File: config.mk
export PLATFORM = sky130hd
export DESIGN_NAME = positional_list_table_flat
export DESIGN_NICKNAME = d
export VERILOG_FILES = /design/src/design/plt_pkg.sv /design/src/design/plt_ifs.sv /design/src/design/plt_ram.sv /design/src/design/positional_list_table.sv /design/src/flat_wrapper.sv
export SDC_FILE = /design/constraint.sdc
export NUM_CORES = 1
export LEC_CHECK = 0
export ABC_AREA = 0
export ABC_CLOCK_PERIOD_IN_PS = 4120
export BUFFER_PORTS_ARGS = -buffer_cell sky130_fd_sc_hd__buf_2
export CORE_MARGIN = 2
export CORE_UTILIZATION = 40
export CTS_CLUSTER_DIAMETER = 80
export CTS_CLUSTER_SIZE = 28
export DETAILED_ROUTE_END_ITERATION = 8
export RECOVER_POWER = 50
export SYNTH_ARGS = -nofsm -noshare
export SYNTH_HDL_FRONTEND = slang
export SYNTH_SLANG_ARGS = --single-unit
File: constraint.sdc
create_clock -name clk -period 4.12 [get_ports clk]
set_input_delay 0.618 -clock clk [delete_from_list [all_inputs] [get_ports clk]]
set_output_delay 0.618 -clock clk [all_outputs]
set_load 0.005 [all_outputs]
File: src/design/plt_pkg.sv
// ----------------------------------------------------------------------------
// plt_pkg
// shared types and constants for the positional list table
// ----------------------------------------------------------------------------
`default_nettype none

package plt_pkg;

  localparam int CAPACITY_DEF = 64;

  localparam int ACT_W = 2;
  localparam int POS_W = 7;
  localparam int VAL_W = 8;

  typedef enum logic [ACT_W-1:0] {
    ACT_INSERT = 2'd0,
    ACT_DELETE = 2'd1,
    ACT_GET    = 2'd2,
    ACT_LOCATE = 2'd3
  } action_t;

  typedef enum logic [2:0] {
    ST_IDLE,
    ST_SCAN,
    ST_DRAIN,
    ST_PUT,
    ST_FIN
  } state_t;

endpackage

`default_nettype wire

File: src/design/plt_ifs.sv
// ----------------------------------------------------------------------------
// plt request / response channels
// valid/ready channels carrying one list request or one list response
// ----------------------------------------------------------------------------
`default_nettype none

interface plt_req_if;
  logic                        valid;
  logic                        ready;
  logic [plt_pkg::ACT_W-1:0]   action;
  logic [plt_pkg::POS_W-1:0]   position;
  logic [plt_pkg::VAL_W-1:0]   value;

  modport source (output valid, action, position, value, input ready);
  modport sink   (input valid, action, position, value, output ready);
endinterface

interface plt_rsp_if;
  logic                        valid;
  logic                        ready;
  logic                        ok;
  logic [plt_pkg::VAL_W-1:0]   value_out;
  logic [plt_pkg::POS_W-1:0]   found_position;
  logic [plt_pkg::POS_W-1:0]   list_length;
  logic                        is_empty;

  modport source (output valid, ok, value_out, found_position, list_length, is_empty,
                  input ready);
  modport sink   (input valid, ok, value_out, found_position, list_length, is_empty,
                  output ready);
endinterface

`default_nettype wire

File: src/design/plt_ram.sv
// ----------------------------------------------------------------------------
// plt_ram
// single write port, single read port entry store, registered read data
// ----------------------------------------------------------------------------
`default_nettype none

module plt_ram #(
  parameter int DEPTH = plt_pkg::CAPACITY_DEF,
  parameter int WIDTH = plt_pkg::VAL_W
) (
  input  wire logic                     clk,
  input  wire logic                     we,
  input  wire logic [$clog2(DEPTH)-1:0] wa,
  input  wire logic [WIDTH-1:0]         wd,
  input  wire logic [$clog2(DEPTH)-1:0] ra,
  output logic      [WIDTH-1:0]         rd
);

  logic [WIDTH-1:0] mem [DEPTH];

  always_ff @(posedge clk) begin
    if (we) begin
      mem[wa] <= wd;
    end
  end

  always_ff @(posedge clk) begin
    rd <= mem[ra];
  end

endmodule

`default_nettype wire

File: src/design/positional_list_table.sv
// ----------------------------------------------------------------------------
// positional_list_table
// ordered byte list in one entry store: insert, delete, get, locate by value
// ----------------------------------------------------------------------------
//
//  channel | dir | handshake     | payload
//  --------+-----+---------------+---------------------------------------------
//  req     | in  | valid / ready | action, position, value
//  rsp     | out | valid / ready | ok, value_out, found_position, list_length,
//          |     |               | is_empty
//
//  one transaction at a time; the entry store has one read and one write port,
//  so shifts and searches walk one entry per cycle
//  insert shifts the entries from the position up by one, top entry first, then
//  writes the new value; delete shifts the entries above the position down by
//  one; get reads the one entry; locate walks from the head and stops at the
//  first match; a rejected request goes straight to the response
//  reset clears the length and the control state; the store needs no clearing
//  a stalled response is held in the output register while the next request
//  is taken; the block only waits on rsp.ready when a second result is ready
// ----------------------------------------------------------------------------
`default_nettype none

module positional_list_table #(
  parameter int CAPACITY = plt_pkg::CAPACITY_DEF
) (
  input  wire logic  clk,
  input  wire logic  rst,
  plt_req_if.sink    req,
  plt_rsp_if.source  rsp
);

  localparam int AW = $clog2(CAPACITY);
  localparam int CW = $clog2(CAPACITY + 1);
  // compare width, wide enough for position, count and count + 1
  localparam int EW = ((CW > plt_pkg::POS_W) ? CW : plt_pkg::POS_W) + 1;

  // control state
  plt_pkg::state_t state, state_next;
  logic [CW-1:0]   cnt;
  logic            rd_pend;
  logic            out_valid;

  // request held for the whole transaction
  plt_pkg::action_t         act;
  logic [AW-1:0]            pos_a;      // position - 1
  logic [plt_pkg::VAL_W-1:0] val;

  // walk pointer
  logic [AW-1:0] idx;
  logic [AW-1:0] last;
  logic          up;
  logic [AW-1:0] rd_tag;              // address of the data now on rd_data

  // result under construction
  logic                      r_ok;
  logic [plt_pkg::VAL_W-1:0] r_vout;
  logic [plt_pkg::POS_W-1:0] r_found;

  // output register
  logic                      o_ok;
  logic [plt_pkg::VAL_W-1:0] o_vout;
  logic [plt_pkg::POS_W-1:0] o_found;
  logic [plt_pkg::POS_W-1:0] o_len;
  logic                      o_empty;

  // store ports
  logic                      we;
  logic [AW-1:0]             wa;
  logic [plt_pkg::VAL_W-1:0] wd;
  logic [plt_pkg::VAL_W-1:0] rd_data;
  logic                      rd_issue;

  // ---------------------------------------------------------------- decode
  plt_pkg::action_t req_act;
  logic [EW-1:0]    pos_e;
  logic [EW-1:0]    cnt_e;
  logic             pos_nz;
  logic             in_len;         // 1 <= position <= count
  logic             ins_ok;         // 1 <= position <= count + 1, not full
  logic [AW-1:0]    pos_m1;
  logic [AW-1:0]    cnt_m1;
  logic             go_scan;
  logic             go_put;
  logic             start_ok;
  logic [AW-1:0]    start_idx;
  logic [AW-1:0]    start_last;
  logic             start_up;
  logic             accept;
  logic             out_free;
  logic             loc_hit;

  assign accept   = req.valid && req.ready;
  assign out_free = !out_valid || rsp.ready;

  always_comb begin
    req_act    = plt_pkg::action_t'(req.action);
    pos_e      = EW'(req.position);
    cnt_e      = EW'(cnt);
    pos_nz     = (pos_e != '0);
    in_len     = pos_nz && (pos_e <= cnt_e);
    ins_ok     = pos_nz && (pos_e <= cnt_e + EW'(1)) && (cnt_e < EW'(CAPACITY));
    pos_m1     = AW'(pos_e - EW'(1));
    cnt_m1     = AW'(cnt_e - EW'(1));
    go_scan    = 1'b0;
    go_put     = 1'b0;
    start_ok   = 1'b0;
    start_idx  = pos_m1;
    start_last = pos_m1;
    start_up   = 1'b1;
    case (req_act)
      plt_pkg::ACT_INSERT: begin
        start_ok = ins_ok;
        // shift the tail up, walking down from the top entry
        go_scan    = ins_ok && in_len;
        go_put     = ins_ok && !in_len;
        start_idx  = cnt_m1;
        start_last = pos_m1;
        start_up   = 1'b0;
      end
      plt_pkg::ACT_DELETE: begin
        start_ok   = in_len;
        go_scan    = in_len;
        start_last = cnt_m1;
      end
      plt_pkg::ACT_GET: begin
        start_ok = in_len;
        go_scan  = in_len;
      end
      plt_pkg::ACT_LOCATE: begin
        go_scan    = (cnt != '0);
        start_idx  = '0;
        start_last = cnt_m1;
      end
      default: begin
        go_scan = 1'b0;
      end
    endcase
  end

  // locate match on the data returned by the store
  assign loc_hit = rd_pend && (act == plt_pkg::ACT_LOCATE) && (rd_data == val);

  // ---------------------------------------------------------------- next state
  always_comb begin
    state_next = state;
    case (state)
      plt_pkg::ST_IDLE: begin
        if (req.valid) begin
          if (go_scan) state_next = plt_pkg::ST_SCAN;
          else if (go_put) state_next = plt_pkg::ST_PUT;
          else state_next = plt_pkg::ST_FIN;
        end
      end
      plt_pkg::ST_SCAN: begin
        if (loc_hit) state_next = plt_pkg::ST_FIN;
        else if (idx == last) state_next = plt_pkg::ST_DRAIN;
      end
      plt_pkg::ST_DRAIN: begin
        if (act == plt_pkg::ACT_INSERT) state_next = plt_pkg::ST_PUT;
        else state_next = plt_pkg::ST_FIN;
      end
      plt_pkg::ST_PUT: begin
        state_next = plt_pkg::ST_FIN;
      end
      plt_pkg::ST_FIN: begin
        if (out_free) state_next = plt_pkg::ST_IDLE;
      end
      default: begin
        state_next = plt_pkg::ST_IDLE;
      end
    endcase
  end

  // ---------------------------------------------------------------- store control
  always_comb begin
    rd_issue = 1'b0;
    we       = 1'b0;
    wa       = rd_tag;
    wd       = rd_data;
    case (state)
      plt_pkg::ST_SCAN, plt_pkg::ST_DRAIN: begin
        rd_issue = (state == plt_pkg::ST_SCAN) && !loc_hit;
        if (rd_pend) begin
          if (act == plt_pkg::ACT_INSERT) begin
            // entry moves one place up
            we = 1'b1;
            wa = rd_tag + AW'(1);
          end else if (act == plt_pkg::ACT_DELETE && rd_tag != pos_a) begin
            // entry moves one place down over the removed one
            we = 1'b1;
            wa = rd_tag - AW'(1);
          end
        end
      end
      plt_pkg::ST_PUT: begin
        we = 1'b1;
        wa = pos_a;
        wd = val;
      end
      default: begin
        rd_issue = 1'b0;
      end
    endcase
  end

  plt_ram #(
    .DEPTH (CAPACITY),
    .WIDTH (plt_pkg::VAL_W)
  ) u_ram (
    .clk (clk),
    .we  (we),
    .wa  (wa),
    .wd  (wd),
    .ra  (idx),
    .rd  (rd_data)
  );

  // ---------------------------------------------------------------- control registers
  always_ff @(posedge clk) begin
    if (rst) begin
      state     <= plt_pkg::ST_IDLE;
      cnt       <= '0;
      rd_pend   <= 1'b0;
      out_valid <= 1'b0;
    end else begin
      state   <= state_next;
      rd_pend <= rd_issue;
      if (state == plt_pkg::ST_DRAIN && act == plt_pkg::ACT_DELETE) begin
        cnt <= cnt - CW'(1);
      end else if (state == plt_pkg::ST_PUT) begin
        cnt <= cnt + CW'(1);
      end
      if (state == plt_pkg::ST_FIN && out_free) begin
        out_valid <= 1'b1;
      end else if (rsp.ready) begin
        out_valid <= 1'b0;
      end
    end
  end

  // ---------------------------------------------------------------- payload registers
  always_ff @(posedge clk) begin
    rd_tag <= idx;
    if (accept) begin
      act     <= req_act;
      pos_a   <= pos_m1;
      val     <= req.value;
      idx     <= start_idx;
      last    <= start_last;
      up      <= start_up;
      r_ok    <= start_ok;
      r_vout  <= '0;
      r_found <= '0;
    end else if (state == plt_pkg::ST_SCAN) begin
      idx <= up ? idx + AW'(1) : idx - AW'(1);
    end
    // removed or read entry is the first one returned
    if (rd_pend && rd_tag == pos_a &&
        (act == plt_pkg::ACT_DELETE || act == plt_pkg::ACT_GET)) begin
      r_vout <= rd_data;
    end
    if (loc_hit) begin
      r_ok    <= 1'b1;
      r_found <= plt_pkg::POS_W'(EW'(rd_tag) + EW'(1));
    end
    if (state == plt_pkg::ST_FIN && out_free) begin
      o_ok    <= r_ok;
      o_vout  <= r_vout;
      o_found <= r_found;
      o_len   <= plt_pkg::POS_W'(cnt);
      o_empty <= (cnt == '0);
    end
  end

  assign req.ready          = (state == plt_pkg::ST_IDLE);
  assign rsp.valid          = out_valid;
  assign rsp.ok             = o_ok;
  assign rsp.value_out      = o_vout;
  assign rsp.found_position = o_found;
  assign rsp.list_length    = o_len;
  assign rsp.is_empty       = o_empty;

  // ---------------------------------------------------------------- assertions
  a_cnt_bound: assert property (@(posedge clk) disable iff (rst)
    cnt <= CW'(CAPACITY))
    else $error("list length above capacity");

  a_accept_busy: assert property (@(posedge clk) disable iff (rst)
    accept |=> state != plt_pkg::ST_IDLE)
    else $error("accepted request did not start");

  a_put_room: assert property (@(posedge clk) disable iff (rst)
    state == plt_pkg::ST_PUT |-> EW'(cnt) < EW'(CAPACITY))
    else $error("insert write into a full list");

  a_drain_data: assert property (@(posedge clk) disable iff (rst)
    state == plt_pkg::ST_DRAIN |-> rd_pend)
    else $error("drain without read data in flight");

  a_write_busy: assert property (@(posedge clk) disable iff (rst)
    we |-> (state == plt_pkg::ST_SCAN || state == plt_pkg::ST_DRAIN ||
            state == plt_pkg::ST_PUT))
    else $error("store write outside a walk");

endmodule

`default_nettype wire

File: src/flat_wrapper.sv
// flat-port wrapper written by rule: the top's interface ports become plain ports
module positional_list_table_flat 
#(
  parameter int CAPACITY = plt_pkg::CAPACITY_DEF
)
  (clk, rst, req_valid, req_action, req_position, req_value, req_ready, rsp_valid, rsp_ok, rsp_value_out, rsp_found_position, rsp_list_length, rsp_is_empty, rsp_ready);
  plt_req_if req_i ();
  plt_rsp_if rsp_i ();
  input  wire logic clk;
  input  wire logic rst;
  input wire logic [$bits(req_i.valid)-1:0] req_valid;
  input wire logic [$bits(req_i.action)-1:0] req_action;
  input wire logic [$bits(req_i.position)-1:0] req_position;
  input wire logic [$bits(req_i.value)-1:0] req_value;
  output wire logic [$bits(req_i.ready)-1:0] req_ready;
  output wire logic [$bits(rsp_i.valid)-1:0] rsp_valid;
  output wire logic [$bits(rsp_i.ok)-1:0] rsp_ok;
  output wire logic [$bits(rsp_i.value_out)-1:0] rsp_value_out;
  output wire logic [$bits(rsp_i.found_position)-1:0] rsp_found_position;
  output wire logic [$bits(rsp_i.list_length)-1:0] rsp_list_length;
  output wire logic [$bits(rsp_i.is_empty)-1:0] rsp_is_empty;
  input wire logic [$bits(rsp_i.ready)-1:0] rsp_ready;
  assign req_i.valid = req_valid;
  assign req_i.action = req_action;
  assign req_i.position = req_position;
  assign req_i.value = req_value;
  assign req_ready = req_i.ready;
  assign rsp_valid = rsp_i.valid;
  assign rsp_ok = rsp_i.ok;
  assign rsp_value_out = rsp_i.value_out;
  assign rsp_found_position = rsp_i.found_position;
  assign rsp_list_length = rsp_i.list_length;
  assign rsp_is_empty = rsp_i.is_empty;
  assign rsp_i.ready = rsp_ready;
  positional_list_table #(.CAPACITY(CAPACITY)) u_core (.clk(clk), .rst(rst), .req(req_i), .rsp(rsp_i));
endmodule
==> results.yml, run 1 <==
status:
  status: "complete, but fails checks"
  violations: "capacitance limit, slew limit"
cells_and_area:
  fin_cells: 2288
  drive_gt1_share_pct: 24.07
  layout_common_cells: "edfxtp_1, mux4_2, nor2_1"
  nNetsFinal: 1492
  mostFrequentLayoutCell: "edfxtp_1"
  area_growth_syn_to_layout_pct: 11.62
timing:
  period_needed_ns: 3.689
  rsz0062_at_grt: "no"
  finalSetupViolations: 0
  period_share_pct: 89.54
  report.final.slew_viol_count: 144
  fmax_mhz: 271.1
  fin_tns_setup_ns: 0
  maxSlewHeadroom_pct: -12.47
  hold_viol: 0
  clock_skew_ns: 0.03764
  worst_pin_slew_ns: 1.683
grt:
  grt_pass1_vias: 12400
  met2_usage_pct: 27.54
  top_usage_layer: "met2"
  grtUsageTotal_pct: 17.58
  gr-usage-met1_pct: 25.99
  gr-usage-met3_pct: 2.438
  grt_overflow: 0
  antenna_found_initial: 0
  grt_max_degree: 65
  grt_pass1_wl_mm: 83.11
placement:
  numPortBuffers: 46
  hpwl_mm: 37.03
  place_congestion: 0.8857
  placed_cells: 2233
power_and_ir_drop:
  p_switching_uw: 4366
  leakagePower_uw: 0.008892
  powerDensity_nw_per_um2: 537.2
  combPwrFrac_pct: 21.6
  intPower_uw: 10620
  p_seq_share_pct: 53.2
  peakVddDrop_v: 0.0002910
  switching_share_pct: 29.13
  pwr-share-clk_pct: 25.2
hold_path:
  holdPathStages: 1
  min_from: "req_value[4]"
  min_to: "u_core.val[4]"
  hold_path.class: "in -> reg"
yosys:
  synth_area_um2: 24990
  yosysTopAreaCell: "edfxtp_1"
  avgSynthCellArea_um2: 19.08
  ys.flop_type: "edfxtp_1"
  async_flop_share_pct: 0
  ys_seq_area_share_pct: 71.85
  yosys_warnings: 0
  yosys-top-cells-area: "edfxtp_1, mux4_2, dfxtp_1, ha_1, nor2_1"
  yosysUniqueCellTypes: 63
  ys_ff_latch: 607
  postSynthCellCount: 1310
  synth_top_area_share_pct: 69.69
  syn_nets: 1370
  synth_edf_count: 580
floorplan:
  io_pins: 47
  coreArea_um2: 61710
  die_area_um2: 64490
  row_count: 91
  die_w_um: 254.0
  die_y_um: 254.0
  initial_core_util_pct: 40.50
detailed_routing:
  vias: 12660
  drc_errors: 0
  drtIter0Drc: 1128
  viasPerCell: 5.531
  wl_mm: 56.17
  drt-pass1-iter-count: 5
  ant_nets: 0
  wl_per_cell_um: 24.55
clock_tree:
  cts_resized: 0
  clock_sinks: 607
  numCtsBuffers: 34
  cts.path.max_buffers: 3
  cts_root_buf: "clkbuf_16"
  cts_tree: "done"
  insertion_delay_ns: 0.58
  clk_pin_slew_ns: 0.10
  htreeDepth: 2
  hold_buffers: 0
  postCtsSetupBuffers: 0
worst_setup_path:
  reg2reg_slack_ns: 0.43
  reg2reg_depth: 6
  worst-path-max-fanout: 40
  required_ns: 4.52
  r2r-end: "u_core.u_ram.mem[50][7]"
  start_kind: "register"
  end_kind: "register"
  cp.arrival_ns: 4.09
  criticalPathCategory: "reg -> reg"
  r2r-start: "u_core.state[0]"
flow_run:
  drv_cap: 3
sequential cells by signal, indices dropped and copies added (netlist names):
| register | flops |
|---|---|
| u_core.val | 8 |
| u_core.pos_a | 6 |
| u_core.rsp.found_position | 7 |
| u_core.up | 1 |
| u_core.rsp.valid | 1 |
| u_core.r_ok | 1 |
| u_core.state | 3 |
| u_core.rd_pend | 1 |
| u_core.u_ram.rd | 8 |
| u_core.act | 2 |
| u_core.last | 6 |
| u_core.rsp.ok | 1 |
| u_core.idx | 6 |
| u_core.rsp.list_length | 7 |
| u_core.r_vout | 8 |
| u_core.u_ram.mem | 512 |
| u_core.r_found | 7 |
| u_core.rd_tag | 6 |
| u_core.rsp.is_empty | 1 |
| u_core.rsp.value_out | 8 |
| u_core.cnt | 7 |
worst max path at each step:
stage,slack [ns],end,startpoint,depth (start not counted)
finish,0.43,u_core.u_ram.mem[50][7],u_core.state[0],6
global route,0.14,u_core.u_ram.mem[50][7],u_core.state[0],6
CTS,0.64,u_core.u_ram.mem[16][5],u_core.rd_tag[2],8
detailed placement,0.65,u_core.u_ram.mem[12][3],u_core.state[0],6
global placement,0.73,u_core.u_ram.mem[46][7],u_core.rd_tag[2],8
floorplan,0.94,u_core.u_ram.mem[6][0],u_core.rd_tag[4],10
power by group through the flow:
stage	logic [uW]	registers [uW]	clock network [uW]
CTS	3320	7940	3890
detailed placement	3320	8080	0
global route	3460	8000	4080
global placement	3260	8070	0
floorplan	2050	7960	0
finish	3240	7970	3780
per-layer routing:
layer  share of wire [%]  vias up
met5                   0        -
met4                 2.2        0
met3                 6.0       57
met2                  47      430
met1                  45     6660
li1                    -     5508
synthesized netlist by cell type (9+ instances only):
cell,count
inv_1,28
buf_2,14
nor3_1,31
a21oi_1,31
nand3_1,15
o21ai_0,11
clkbuf_1,40
nand2b_1,9
xnor2_1,29
dfxtp_1,27
ha_1,37
xor2_1,19
mux4_2,168
nor2_1,93
edfxtp_1,580
and2_1,11
nand2_1,49
worst max-delay path, cell delays in order (launching register included):
cell	delay, ns
dfxtp_1	0.56
clkinv_1	0.32
nor3_1	0.30
clkbuf_1	0.58
nand2_1	0.11
nand2_1	1.22
buf_4	0.41
metrics by stage:
step | area [um2] | utilization [%] | total power [uW] | worst slack, ns | hold WS [ns]
after floorplan | 24990 | - | 10010 | 0.9378 | 0.3462
after global placement | 26870 | 43.53 | 11330 | 0.7336 | 0.4013
after detailed placement | 26870 | 43.53 | 11390 | 0.6463 | 0.4045
after CTS | 27970 | 45.32 | 15150 | 0.6359 | 0.1803
after global routing | 27890 | 45.20 | 15550 | 0.1386 | 0.1847
final | 27890 | 45.20 | 14990 | 0.4311 | 0.2169
kinds of logic (layout without fill, tap and decap cells):
group | Yosys count | in the layout | share of synthesized area (%)
buffers and inverters | 92 | 232 | 1.547
xor gates and xnor gates | 48 | 48 | 1.682
and+or+nand+nor | 252 | 252 | 4.781
adders and majority gates | 39 | 39 | 2.013
muxes | 179 | 179 | 15.61
other | 0 | 1 | 0
DFF | 607 | 607 | 71.85
AOI/OAI and AO/OA | 93 | 93 | 2.518
area by class of cell:
class,instances,area [um2]
fill,5281,33820
tap,837,1047
antenna,1,2.502
inverter,29,108.9
timing repair buffer,149,1010
multi-input combinational,611,6666
clock inverter,17,219.0
sequential,607,17960
clock buffer,37,883.3
Power figures use the tool's default switching activity.
==> run 2: changes to the inputs <==
CTS_BUF_LIST = sky130_fd_sc_hd__clkbuf_4 sky130_fd_sc_hd__clkbuf_8 sky130_fd_sc_hd__clkbuf_16   (was unset)
==> run 2 against run 1 <==
  * The flow still finishes with violations (capacitance limit, slew limit)
  * Sequential power is essentially flat
  * Register-to-register slack lost 0.05 ns
  * Worst hold slack gained 0.0021 ns
  * Final area is essentially flat
  * Die area is the same
  * Worst setup slack lost 0.048 ns
  * First-iteration DRC count grew 6.3%
  * Count of clock-buffer cells in the layout is the same
==> results.yml, run 2 (same netlist as run 1, synthesis figures left out) <==
cells_and_area:
  layout_common_cells: "edfxtp_1, mux4_2, nor2_1"
  regMostFlops: "u_core.u_ram.mem"
  drive_gt1_share_pct: 24.21
  final_util_pct: 45.21
  nNetsFinal: 1492
  fillers: 5284
  area_growth_syn_to_layout_pct: 11.64
  fin_cells: 2287
  largest_register_ffs: 512
  n_antenna_cell: 0
  mostFrequentLayoutCell: "edfxtp_1"
timing:
  fin_tns_setup_ns: 0
  report.final.slew_viol_count: 144
  fmax_mhz: 267.6
  rsz0062_at_grt: "no"
  hold_viol: 0
  finalSetupViolations: 0
  clock_skew_ns: 0.03659
  period_needed_ns: 3.737
  fin_ws_ns: 0.3835
  worst_pin_slew_ns: 1.721
  period_share_pct: 90.69
  maxSlewHeadroom_pct: -15.03
clock_tree:
  postCtsSetupBuffers: 0
  htreeDepth: 2
  cts.path.max_buffers: 3
  numCtsBuffers: 34
  cts_tree: "done"
  clk_pin_slew_ns: 0.10
  cts_root_buf: "clkbuf_16"
  clock_sinks: 607
  cts_resized: 0
  hold_buffers: 0
  insertion_delay_ns: 0.58
grt:
  grt_pass1_wl_mm: 83.14
  grt_max_degree: 65
  top_usage_layer: "met2"
  grtUsageTotal_pct: 17.58
  antenna_found_initial: 0
  gr-usage-met3_pct: 2.438
  grt_overflow: 0
  gr-usage-met1_pct: 25.97
  grt_pass1_vias: 12400
  met2_usage_pct: 27.58
status:
  violations: "capacitance limit, slew limit"
  status: "complete, but fails checks"
worst_setup_path:
  slowest_delay_ns: 1.25
  cp.arrival_ns: 4.13
  worst-path-max-fanout: 40
  cp_cell_sequence: "clkinv_1 -> nor3_1 -> clkbuf_1 -> nand2_1 -> nand2_1 -> buf_4"
  start_kind: "register"
  crit_path_frequent_cell: "nand2_1"
  end_kind: "register"
  criticalPathCategory: "reg -> reg"
  crit_slowest_cell: "nand2_1"
  required_ns: 4.51
flow_run:
  drv_cap: 3
detailed_routing:
  wl_mm: 55.96
  drtIter0Drc: 1199
  viasPerCell: 5.512
  drc_errors: 0
  vias: 12610
  wl_per_cell_um: 24.47
  drt-pass1-iter-count: 5
  ant_nets: 0
floorplan:
  die_w_um: 254.0
  initial_core_util_pct: 40.50
  die_y_um: 254.0
  die_area_um2: 64490
  row_count: 91
  io_pins: 47
  coreArea_um2: 61710
hold_path:
  hold_path.class: "in -> reg"
placement:
  numPortBuffers: 46
  place_congestion: 0.8857
  placed_cells: 2233
  hpwl_mm: 37.03
  post-place-ws_ns: 0.6463
power_and_ir_drop:
  peakVddDrop_v: 0.0002915
  leakagePower_uw: 0.008899
  powerDensity_nw_per_um2: 537.0
-- run 2: cell types whose count changed in the layout (fill, tap and decap cells not counted), sizes merged --
cell,previous run,this run
diode,1,0
-- run 2: worst max-delay path, delay by kind of cell, from the launching register on --
kind	cells	cell delay (ns)
buffers and inverters	3	1.32
flip-flops	1	0.56
AND/OR/NAND/NOR	3	1.66
-- run 2: where the power goes --
part           leakage [uW]  switching [uW]  internal, uW
clock network      0.000547            2060          1720
registers           0.00547             209          7750
logic               0.00288            2080          1160
-- run 2: layout make-up --
type / count / area, um2 / area share [%]
clock buffers: 37 / 890.9 / 3.193
clock inverters: 17 / 219.0 / 0.7848
inverters: 29 / 108.9 / 0.3902
multi-input cells: 611 / 6666 / 23.89
flip-flops and latches: 607 / 17960 / 64.36
well taps: 837 / 1047 / 3.754
repair buffers: 149 / 1010 / 3.619
-- run 2: through the flow --
| stage | power, uW | hold slack [ns] | area (um2) |
|---|---|---|---|
| 6_report | 14980 | 0.2190 | 27900 |
| 5_1_grt | 15560 | 0.1847 | 27900 |
| 4_1_cts | 15160 | 0.1803 | 27980 |
| 3_5_place_dp | 11390 | 0.4045 | 26870 |
| 3_3_place_gp | 11330 | 0.4013 | 26870 |
| 2_1_floorplan | 10010 | 0.3462 | 24990 |
-- run 2: worst paths after layout --
| kind | start | to | slack (ns) | cells after the start |
|---|---|---|---|---|
| hold reg to reg | u_core.r_vout[1] | u_core.rsp.value_out[1] | 0.42 | 0 |
| setup / recovery | u_core.state[0] | u_core.u_ram.mem[50][7] | 0.38 | 6 |
| hold / removal | req_value[4] | u_core.val[4] | 0.22 | 1 |
| setup reg to reg | u_core.state[0] | u_core.u_ram.mem[50][7] | 0.38 | 6 |
-- run 2: layer usage --
layer	up-vias	share of wire (%)
li1	5497	-
met1	6655	45
met2	394	47
met3	61	5.7
met4	0	2.3
met5	-	0
